### config.mk
export PLATFORM = sky130hd
export DESIGN_NAME = dual_crc16_check
export DESIGN_NICKNAME = d
export VERILOG_FILES = /design/src/hw/rtl/dcrc_pkg.sv /design/src/hw/rtl/dcrc_engine.sv /design/src/hw/rtl/dual_crc16_check.sv
export SDC_FILE = /design/constraint.sdc
export NUM_CORES = 1
export LEC_CHECK = 0
export ABC_AREA = 1
export BUFFER_PORTS_ARGS = -buffer_cell sky130_fd_sc_hd__buf_2
export CAP_MARGIN = 20
export CORE_MARGIN = 3
export CORE_UTILIZATION = 40
export CTS_CLUSTER_DIAMETER = 200
export DETAILED_ROUTE_END_ITERATION = 7
export GPL_TIMING_DRIVEN = 0
export PLACE_DENSITY = 0.59
export SLEW_MARGIN = 20
export SYNTH_ARGS = -nofsm -noshare
export SYNTH_HDL_FRONTEND = slang
export SYNTH_HIERARCHICAL = 1
export SYNTH_SLANG_ARGS = --single-unit
### constraint.sdc
create_clock -name clk -period 7.1 [get_ports clk]
set_clock_uncertainty 0.15 [all_clocks]
set_input_delay 1.775 -clock clk [delete_from_list [all_inputs] [get_ports clk]]
set_output_delay 1.775 -clock clk [all_outputs]
set_load 0.05 [all_outputs]
### src/hw/rtl/dcrc_pkg.sv
package dcrc_pkg;

	// CRC-16 polynomial and reset value shared by both registers
	localparam logic [15:0] CRC_POLY = 16'h8005;
	localparam logic [15:0] CRC_INIT = 16'h0000;

	// one input item after the input register
	typedef struct packed {
		logic [7:0]  data_byte;
		logic        last_byte;
		logic [15:0] reference_crc;
	} dcrc_item_t;

	// one result item
	typedef struct packed {
		logic [15:0] crc_reflected;
		logic [15:0] crc_plain;
		logic        crc_match;
	} dcrc_result_t;

	// advance a CRC register by one byte, MSB first
	function automatic logic [15:0] crc_feed(input logic [15:0] crc, input logic [7:0] byte_in);
		logic [15:0] r;
		logic        fb;
		r = crc;
		for (int k = 0; k < 8; k++) begin
			fb = r[15] ^ byte_in[7 - k];
			r  = {r[14:0], 1'b0};
			if (fb) begin
				r = r ^ CRC_POLY;
			end
		end
		return r;
	endfunction

	// bit order reversal of a byte
	function automatic logic [7:0] rev8(input logic [7:0] v);
		logic [7:0] r;
		for (int k = 0; k < 8; k++) begin
			r[k] = v[7 - k];
		end
		return r;
	endfunction

	// bit order reversal of a 16-bit word
	function automatic logic [15:0] rev16(input logic [15:0] v);
		logic [15:0] r;
		for (int k = 0; k < 16; k++) begin
			r[k] = v[15 - k];
		end
		return r;
	endfunction

endpackage

### src/hw/rtl/dcrc_engine.sv
module dcrc_engine (
	input  logic                  clk,
	input  logic                  arst_n,
	input  logic                  in_valid,
	input  dcrc_pkg::dcrc_item_t  in_item,
	output logic                  in_ready,
	output logic                  out_valid,
	output dcrc_pkg::dcrc_result_t out_result,
	input  logic                  out_ready
);

	logic [15:0]            plain_q;
	logic [15:0]            refl_q;
	logic [15:0]            plain_next;
	logic [15:0]            refl_next;
	logic [15:0]            refl_out;
	logic                   take;
	logic                   out_valid_q;
	dcrc_pkg::dcrc_result_t result_q;

	// both CRCs advanced by this byte
	assign plain_next = dcrc_pkg::crc_feed(plain_q, in_item.data_byte);
	assign refl_next  = dcrc_pkg::crc_feed(refl_q, dcrc_pkg::rev8(in_item.data_byte));
	assign refl_out   = dcrc_pkg::rev16(refl_next);

	// a non-last byte never needs the result slot
	assign in_ready = !in_item.last_byte || !out_valid_q || out_ready;
	assign take     = in_valid && in_ready;

	// running CRC registers, cleared after the last byte
	always_ff @(posedge clk or negedge arst_n) begin
		if (!arst_n) begin
			plain_q     <= dcrc_pkg::CRC_INIT;
			refl_q      <= dcrc_pkg::CRC_INIT;
			out_valid_q <= 1'b0;
		end else begin
			if (take && in_item.last_byte) begin
				plain_q     <= dcrc_pkg::CRC_INIT;
				refl_q      <= dcrc_pkg::CRC_INIT;
				out_valid_q <= 1'b1;
			end else begin
				if (take) begin
					plain_q <= plain_next;
					refl_q  <= refl_next;
				end
				if (out_ready) begin
					out_valid_q <= 1'b0;
				end
			end
		end
	end

	// result register
	always_ff @(posedge clk) begin
		if (take && in_item.last_byte) begin
			result_q.crc_plain     <= plain_next;
			result_q.crc_reflected <= refl_out;
			result_q.crc_match     <= (plain_next == in_item.reference_crc) ||
				(refl_out == in_item.reference_crc);
		end
	end

	assign out_valid  = out_valid_q;
	assign out_result = result_q;

	// registers restart from zero after a message
	a_clear_after_last: assert property (@(posedge clk) disable iff (!arst_n)
		take && in_item.last_byte |=> plain_q == dcrc_pkg::CRC_INIT &&
			refl_q == dcrc_pkg::CRC_INIT)
		else $error("crc registers not cleared after last byte");

	// a last byte always produces a result
	a_result_after_last: assert property (@(posedge clk) disable iff (!arst_n)
		take && in_item.last_byte |=> out_valid_q)
		else $error("no result after last byte");

	// a pending result blocks the next last byte
	a_no_overwrite: assert property (@(posedge clk) disable iff (!arst_n)
		out_valid_q && !out_ready && in_item.last_byte |-> !take)
		else $error("pending result overwritten");

	// match flag agrees with the stored CRCs and the sampled reference
	a_match: assert property (@(posedge clk) disable iff (!arst_n)
		take && in_item.last_byte |=> result_q.crc_match ==
			((result_q.crc_plain == $past(in_item.reference_crc)) ||
			(result_q.crc_reflected == $past(in_item.reference_crc))))
		else $error("match flag inconsistent");

endmodule

### src/hw/rtl/dual_crc16_check.sv
// A byte enters the input register when it is accepted; a last byte's result is then
// written from there into the result register, where it waits to be taken.
// Throughput: one byte per cycle, set by the single-byte CRC update logic; a last
// byte waits in the input register while the previous result is still held.
// Reset (arst_n low, asynchronous) clears both CRC registers to zero and
// empties the input and result registers.
module dual_crc16_check (
	input  logic        clk,
	input  logic        arst_n,
	input  logic        s_axis_tvalid,
	output logic        s_axis_tready,
	input  logic [23:0] s_axis_tdata,  // [7:0] data_byte, [23:8] reference_crc
	input  logic        s_axis_tlast,
	output logic        m_axis_tvalid,
	input  logic        m_axis_tready,
	output logic [39:0] m_axis_tdata   // [0] crc_match, [16:1] crc_plain,
	                                   // [32:17] crc_reflected, [39:33] zero
);

	logic                   valid_s1;
	dcrc_pkg::dcrc_item_t   item_s1;
	logic                   eng_ready;
	dcrc_pkg::dcrc_result_t result;

	assign s_axis_tready = !valid_s1 || eng_ready;

	// input register
	always_ff @(posedge clk or negedge arst_n) begin
		if (!arst_n) begin
			valid_s1 <= 1'b0;
		end else if (s_axis_tready) begin
			valid_s1 <= s_axis_tvalid;
		end
	end

	always_ff @(posedge clk) begin
		if (s_axis_tvalid && s_axis_tready) begin
			item_s1.data_byte     <= s_axis_tdata[7:0];
			item_s1.reference_crc <= s_axis_tdata[23:8];
			item_s1.last_byte     <= s_axis_tlast;
		end
	end

	dcrc_engine u_engine (
		.clk        (clk),
		.arst_n     (arst_n),
		.in_valid   (valid_s1),
		.in_item    (item_s1),
		.in_ready   (eng_ready),
		.out_valid  (m_axis_tvalid),
		.out_result (result),
		.out_ready  (m_axis_tready)
	);

	// pack result fields, crc_match in the lowest bit, zero padding on top
	assign m_axis_tdata = {7'b0, result.crc_reflected, result.crc_plain, result.crc_match};

endmodule

==> results.tsv, run 1 <==
metric	value	unit
status	finished clean	
Yosys top cell area share	0.392	
sequential share of the synthesized area	0.584	
Startpoint Class	primary input	
diodes inserted	0	
Yosys cell types	30	
largest cells by area after synthesis	edfxtp_1 (39%), dfrtp_1 (19%), nand2_1 (7.1%)	
clk_lat worst skew	0.37	ns
# DRC	0	
slew of the pin with the lowest slew margin	0.842	ns
VDD IR max	0.191	mV
CP arrival	2.45	ns
crit path max fanout	2	
vias in the first global route	3095	
Core Region	10600	um^2
WP data required	5.18	ns
fmax	229	MHz
hold wc startpoint	u_engine/plain_q[6]	
Clock Pin Slew Worst Setup and Hold Paths	0.09	ns
HPWL after detailed placement	7.81	mm
PwrDens	498	nW/um^2
WHS	0.336	ns
GP Congestion	0.884	
final worst path period share	0.616	
Rel. slew slack	0.439	
# resized after CTS	0	
Pwr Total	0.00259	W
Die H	111	um
Reg-to-Reg End	u_engine/refl_q[4]	
first-pass GRT wire length	16.3	mm
Hold-fix buffers, CTS	0	
Syn. warnings	6	
area leader, netlist	edfxtp_1	
CTS tree	built	
Area Growth Syn to Fin	17.2	%
RSZ-0062 raised after global routing	no	
largest net degree at the start of global routing	35	
Final Critical Period	4.37	ns
Initial Util	0.421	
Total Routing Usage GR	0.170	
initial antenna violation count	0	
row count	37	
IO buf count	63	
DR vias	3165	
die area	12400	um^2
IO Pins	71	
drt via density	4.85	
final slew viol count	0	
R2R Setup Slk	4.07	ns
max cap viols	0	
Design Area, Final	5210	um^2
commonest cells in the netlist	nand2_1 (84), inv_1 (77), edfxtp_1 (58)	
fraction of registers with async set/reset	0.370	
Final ANT Viol Nets	0	
clock buffer depth	2	
layout cells sized above 1	0.234	
Crit Path Class	primary input to output port	
R2R Path Start	u_engine/out_valid	
Post-Place Worst Slack	2.73	ns
Reg2Reg Depth	8	
most used flip-flop cell after synthesis	edfxtp_1	
DP Area	4990	um^2
Worst Hold Depth	0	
top-count cell post-synth	nand2_1	
die width	111	um
Synth Area per Inst	10.3	um^2
starting DRC count in detailed routing	191	
Nets	541	
type of the most critical hold path	flop to flop	
CTS buffer count	9	
Cells after Synth	431	
endpoints failing setup	0	
Critical Path Sink Type	output port	
htree depth	3	
overall routed net length	10.1	mm
setup TNS	0	ns
total congestion overflow	0	
CTS sink cnt	92	
leakage power	2.41	nW
Hold Vio Cnt, Final	0	
Post-synth EDFFs	58	
Detailed Routing Iterations Pass 1	4	
drt wl/cell	15.4	um
Root Buffer Master	clkbuf_8	
Worst Hold End	u_engine/out_result[15]	
Mapped Area	4440	um^2
Yosys reg bits	92	
worst setup margin	2.73	ns
post-CTS setup buffer count	0	
flip-flops by register name, indices dropped and copies added, names as in the netlist:
signal and cells:
u_engine/refl_q 16, u_engine/out_valid 1, u_engine/plain_q 16, item_s1 25, valid_s1 1, u_engine/out_result 33
placed cells by master (no fill, tap or decap), drive strengths merged:
master / instances
nand3: 41
nand4: 2
buf: 71
nand3b: 1
clkbuf: 18
inv: 79
dfrtp: 34
conb: 7
nor3: 1
edfxtp: 58
o2111ai: 2
clkinv: 2
a21oi: 5
nor2: 12
o22ai: 37
nor4: 1
o21ai: 5
bufinv: 2
xor2: 18
nand2: 104
xnor2: 16
a21boi: 1
worst max-delay path, cell delays in order:
cell     delay [ns]
buf_2          0.10
nor2_1         0.12
nand2_1        0.06
inv_1          0.10
nand2_1        0.07
buf_2          0.21
power by group:
part           internal [W]  leakage (nW)  switching, W
sequential         0.000768         0.982     0.0000889
clock              0.000208         0.111      0.000178
combinational      0.000410          1.32      0.000941
total               0.00139          2.41       0.00121
through the flow:
stage	std cells	utilization
floorplan	437	-
global placement	636	0.469
detailed placement	637	0.472
CTS	653	0.493
global route	653	0.493
finish	653	0.493
layer usage:
layer | global-route usage | part of all wire | wire, um | vias to the layer above
met4 | 0.0722 | 0.027 | 272 | 0
met1 | 0.233 | 0.45 | 4560 | 1461
met5 | 0 | 0 | 0 | -
met3 | 0.0511 | 0.067 | 676 | 22
met2 | 0.252 | 0.45 | 4580 | 109
li1 | - | - | - | 1573
worst max-delay path by stage:
stage	startpoint	endpoint	slack, ns	depth (start not counted)
after detailed placement	m_axis_tready	s_axis_tready	2.73	6
after global placement	m_axis_tready	item_s1[4]	2.54	5
final	m_axis_tready	s_axis_tready	2.73	6
after floorplan	m_axis_tready	s_axis_tready	2.88	4
after CTS	m_axis_tready	s_axis_tready	2.73	6
after global routing	m_axis_tready	s_axis_tready	2.66	6
cells by family (layout without fill, tap and decap cells):
family	Yosys count	count (layout)	share of synthesized area
flops	92	92	0.584
other cells	1	7	0.000844
simple gates	162	162	0.181
compound gates	50	50	0.0699
xor+xnor	34	34	0.0806
buf+inv	92	172	0.0837
area by class of cell:
| class | count | area, um^2 |
|---|---|---|
| inverters | 79 | 297 |
| clock inverters | 4 | 73.8 |
| plain buffers | 13 | 75.1 |
| well taps | 136 | 170 |
| flip-flops and latches | 92 | 2590 |
| clock buffers | 12 | 145 |
| fillers | 990 | 5350 |
| multi-input cells | 253 | 1510 |
| repair buffers | 64 | 343 |
(Power assumes the default switching activity.)
==> run 2, diff against run 1 <==
--- a/config.mk
+++ b/config.mk
@@ -13,7 +13,7 @@
 export CTS_CLUSTER_DIAMETER = 200
 export DETAILED_ROUTE_END_ITERATION = 7
 export GPL_TIMING_DRIVEN = 0
-export PLACE_DENSITY = 0.59
+export PLACE_DENSITY = 0.61
 export SLEW_MARGIN = 20
 export SYNTH_ARGS = -nofsm -noshare
 export SYNTH_HDL_FRONTEND = slang
==> constraint.sdc (replaced) <==
create_clock -name clk -period 3.6 [get_ports clk]
set_clock_uncertainty 0.15 [all_clocks]
set_input_delay 0.9 -clock clk [delete_from_list [all_inputs] [get_ports clk]]
set_output_delay 0.9 -clock clk [all_outputs]
set_load 0.05 [all_outputs]
==> results.tsv, run 2 (synthesis results as in run 1) <==
metric	value	unit
status	finished clean	
RSZ-0062 raised after global routing	no	
IO Pins	71	
first-pass GRT wire length	16.1	mm
starting DRC count in detailed routing	175	
Root Buffer Master	clkbuf_8	
layout cells sized above 1	0.238	
drt wl/cell	15.3	um
GP Congestion	0.938	
DR vias	3202	
Nets	541	
Design Area, Final	5210	um^2
Pwr Total	0.00512	W
IO buf count	63	
# DRC	0	
final worst path period share	0.875	
Core Region	10600	um^2
CTS buffer count	9	
total congestion overflow	0	
Total Routing Usage GR	0.167	
Area Growth Syn to Fin	17.3	%
hold wc startpoint	u_engine/plain_q[6]	
max cap viols	0	
htree depth	3	
leakage power	2.41	nW
most frequent cells in the layout	nand2_1 (84), inv_1 (76), buf_2 (63), edfxtp_1 (58), o22ai_1 (37)	
row count	37	
worst setup margin	0.450	ns
Initial Util	0.421	
Post-Place Worst Slack	0.0657	ns
diodes inserted	0	
largest net degree at the start of global routing	35	
type of the most critical hold path	flop to flop	
most common cell after layout, fill and taps aside	nand2_1	
max FFs per register	33	
Startpoint Class	primary input	
Die H	111	um
final slew viol count	0	
post-CTS setup buffer count	0	
PwrDens	983	nW/um^2
Clock Pin Slew Worst Setup and Hold Paths	0.09	ns
endpoints failing setup	0	
Critical Path Sink Type	flop	
overall routed net length	10.0	mm
die area	12400	um^2
drt via density	4.90	
clk_lat worst skew	0.37	ns
Hold Vio Cnt, Final	0	
DP Area	4990	um^2
fmax	317	MHz
Final Critical Period	3.15	ns
VDD IR max	0.411	mV
vias in the first global route	3188	
Critical Path Source	m_axis_tready	
Hold-fix buffers, CTS	0	
die width	111	um
CP arrival	3.23	ns
clock buffer depth	2	
Rel. slew slack	0.462	
HPWL after detailed placement	7.78	mm
R2R Path Start	u_engine/out_valid	
Final ANT Viol Nets	0	
initial antenna violation count	0	
fin cells	653	
CTS tree	built	
Detailed Routing Iterations Pass 1	4	
# resized after CTS	0	
CTS sink cnt	92	
slew of the pin with the lowest slew margin	0.807	ns
Placed Instances	637	
crit path max fanout	10	
WP data required	3.68	ns
Crit Path Class	primary input to flop	
## run 2: critical path, cell delays in order
cell      delay [ns]
buf_2           0.09
nor2_1          0.05
a21boi_1        0.53
nand2_1         0.35
nand2_1         0.16
clkbuf_1        0.55
clkbuf_1        0.45
o22ai_1         0.14
## run 2: final cells by class
cell class	instances	area [um^2]
Multi-Input combinational cell	253	1510
Buffer	13	75.1
Sequential cell	92	2590
Tap cell	136	170
Inverter	79	297
Fill cell	977	5350
Clock buffer	9	124
Timing Repair Buffer	64	343
Clock inverter	7	98.8
## run 2: report_power, final
group	internal, W	leakage (nW)	switching [W]
Clock	0.000394	0.110	0.000365
Combinational	0.000808	1.32	0.00187
Sequential	0.00151	0.982	0.000172
## run 2: final timing paths
path | end | slack (ns) | depth (start not counted)
max | u_engine/refl_q[4] | 0.45 | 8
max reg2reg | u_engine/refl_q[4] | 0.62 | 8
min in group asynchronous | u_engine/plain_q[12] | 0.47 | 1
min | u_engine/out_result[15] | 0.32 | 0
max in group asynchronous | u_engine/plain_q[3] | 2.33 | 1
min reg2reg | u_engine/out_result[15] | 0.32 | 0
## run 2: layer usage
metal,track usage,vias up,wire [um]
met5,0,-,0
met4,0.0779,0,289
met3,0.0315,19,537
met2,0.272,102,4770
met1,0.218,1506,4420
li1,-,1575,-
## run 2: metrics by stage
step,hold WS (ns),setup TNS (ns),util
2_1_floorplan,0.275,0,-
3_3_place_gp,0.298,-2.05,0.469
3_5_place_dp,0.288,0,0.472
4_1_cts,0.316,0,0.494
5_1_grt,0.338,0,0.494
6_report,0.318,0,0.494
==> run 3, diff against run 2 <==
--- a/config.mk
+++ b/config.mk
@@ -9,11 +9,11 @@
 export BUFFER_PORTS_ARGS = -buffer_cell sky130_fd_sc_hd__buf_2
 export CAP_MARGIN = 20
 export CORE_MARGIN = 3
-export CORE_UTILIZATION = 40
+export CORE_UTILIZATION = 51
 export CTS_CLUSTER_DIAMETER = 200
 export DETAILED_ROUTE_END_ITERATION = 7
 export GPL_TIMING_DRIVEN = 0
-export PLACE_DENSITY = 0.61
+export PLACE_DENSITY = 0.75
 export SLEW_MARGIN = 20
 export SYNTH_ARGS = -nofsm -noshare
 export SYNTH_HDL_FRONTEND = slang
==> results.tsv, run 3 (synthesis results as in run 1) <==
metric	value	unit
most frequent cells in the layout	nand2_1 (84), inv_1 (77), buf_2 (63), edfxtp_1 (58), o22ai_1 (37)	
IO buf count	63	
endpoints failing setup	0	
DR vias	3419	
clk_lat worst skew	0.36	ns
Final ANT Viol Nets	0	
Hold Vio Cnt, Final	0	
Final Critical Period	3.24	ns
Critical Path Sink Type	flop	
starting DRC count in detailed routing	291	
htree depth	3	
clock buffer depth	2	
GP Congestion	0.958	
Initial Util	0.532	
die area	9860	um^2
CP arrival	3.31	ns
Clock Pin Slew Worst Setup and Hold Paths	0.09	ns
Max stage delay on crit path	0.58	ns
total congestion overflow	0	
initial antenna violation count	0	
row count	33	
setup TNS	0	ns
drt via density	5.49	
# resized after CTS	0	
diodes inserted	0	
CTS sink cnt	92	
CP bufs+invs	3	
max FFs per register	33	
die width	99.3	um
slew of the pin with the lowest slew margin	0.814	ns
highest-delay cell along the critical path	a21boi_1	
RSZ-0062 raised after global routing	no	
vias in the first global route	3384	
Startpoint Class	primary input	
Root Buffer Master	clkbuf_8	
layout cells sized above 1	0.234	
DP Area	4960	um^2
crit-path cells	buf_2 > nor2_1 > a21boi_1 > nand2_1 > nand2_1 > clkbuf_1 > clkbuf_1 > o22ai_1	
overall routed net length	10.4	mm
Crit Path Class	primary input to flop	
Area Growth Syn to Fin	17.1	%
leakage power	2.42	nW
WP data required	3.67	ns
status	finished clean	
HPWL after detailed placement	7.75	mm
post-CTS setup buffer count	0	
type of the most critical hold path	flop to flop	
VDD IR max	0.393	mV
most common cell after layout, fill and taps aside	nand2_1	
largest net degree at the start of global routing	35	
final slew viol count	0	
# DRC	0	
Nets	542	
first-pass GRT wire length	16.7	mm
Die H	99.3	um
WHS	0.319	ns
Detailed Routing Iterations Pass 1	5	
CTS buffer count	9	
Core Region	8340	um^2
drt wl/cell	16.7	um
final worst path period share	0.899	
PwrDens	1010	nW/um^2
Hold-fix buffers, CTS	0	
CTS tree	built	
Rel. slew slack	0.458	
crit path max fanout	10	
fmax	309	MHz
family with the most delay on the worst path	buffers and inverters	
Total Routing Usage GR	0.220	
IO Pins	71	
Design Area, Final	5200	um^2
max cap viols	0	
==> run 3: path summary, 6_finish.rpt <==
path | start | to | slack, ns | cells past startpoint
min | u_engine/plain_q[6] | u_engine/out_result[15] | 0.32 | 0
max reg2reg | u_engine/out_valid | u_engine/refl_q[4] | 0.50 | 8
max | m_axis_tready | u_engine/refl_q[4] | 0.36 | 8
min in group asynchronous | arst_n | u_engine/plain_q[1] | 0.47 | 1
min reg2reg | u_engine/plain_q[6] | u_engine/out_result[15] | 0.32 | 0
max in group asynchronous | arst_n | u_engine/plain_q[4] | 2.31 | 1
==> run 3: area by class of cell <==
class / instances / area (um^2)
Clock buffer: 9 / 124
Buffer: 13 / 75.1
Timing Repair Buffer: 65 / 358
Multi-Input combinational cell: 253 / 1510
Sequential cell: 92 / 2590
Inverter: 79 / 297
Tap cell: 105 / 131
Clock inverter: 7 / 114
Fill cell: 685 / 3140
==> run 3: through the flow <==
stage | instances | power [W] | setup WS [ns] | util
3_5_place_dp | 607 | 0.00437 | 0.0722 | 0.595
2_1_floorplan | 437 | 0.00377 | 0.758 | -
6_report | 623 | 0.00524 | 0.363 | 0.624
5_1_grt | 623 | 0.00556 | 0.254 | 0.624
3_3_place_gp | 605 | 0.00426 | 0.00232 | 0.589
4_1_cts | 623 | 0.00519 | 0.471 | 0.624
==> run 3: metal layers <==
layer,part of all wire,GRT usage,wire length [um]
met3,0.093,0.0554,968
met2,0.50,0.370,5190
met4,0.024,0.0809,251
met5,0,0,0
met1,0.39,0.275,4020
==> run 3: power breakdown <==
| group | leakage [nW] | internal, W | switching (W) |
|---|---|---|---|
| logic | 1.32 | 0.000810 | 0.00192 |
| registers | 0.982 | 0.00151 | 0.000177 |
| clock network | 0.115 | 0.000459 | 0.000360 |
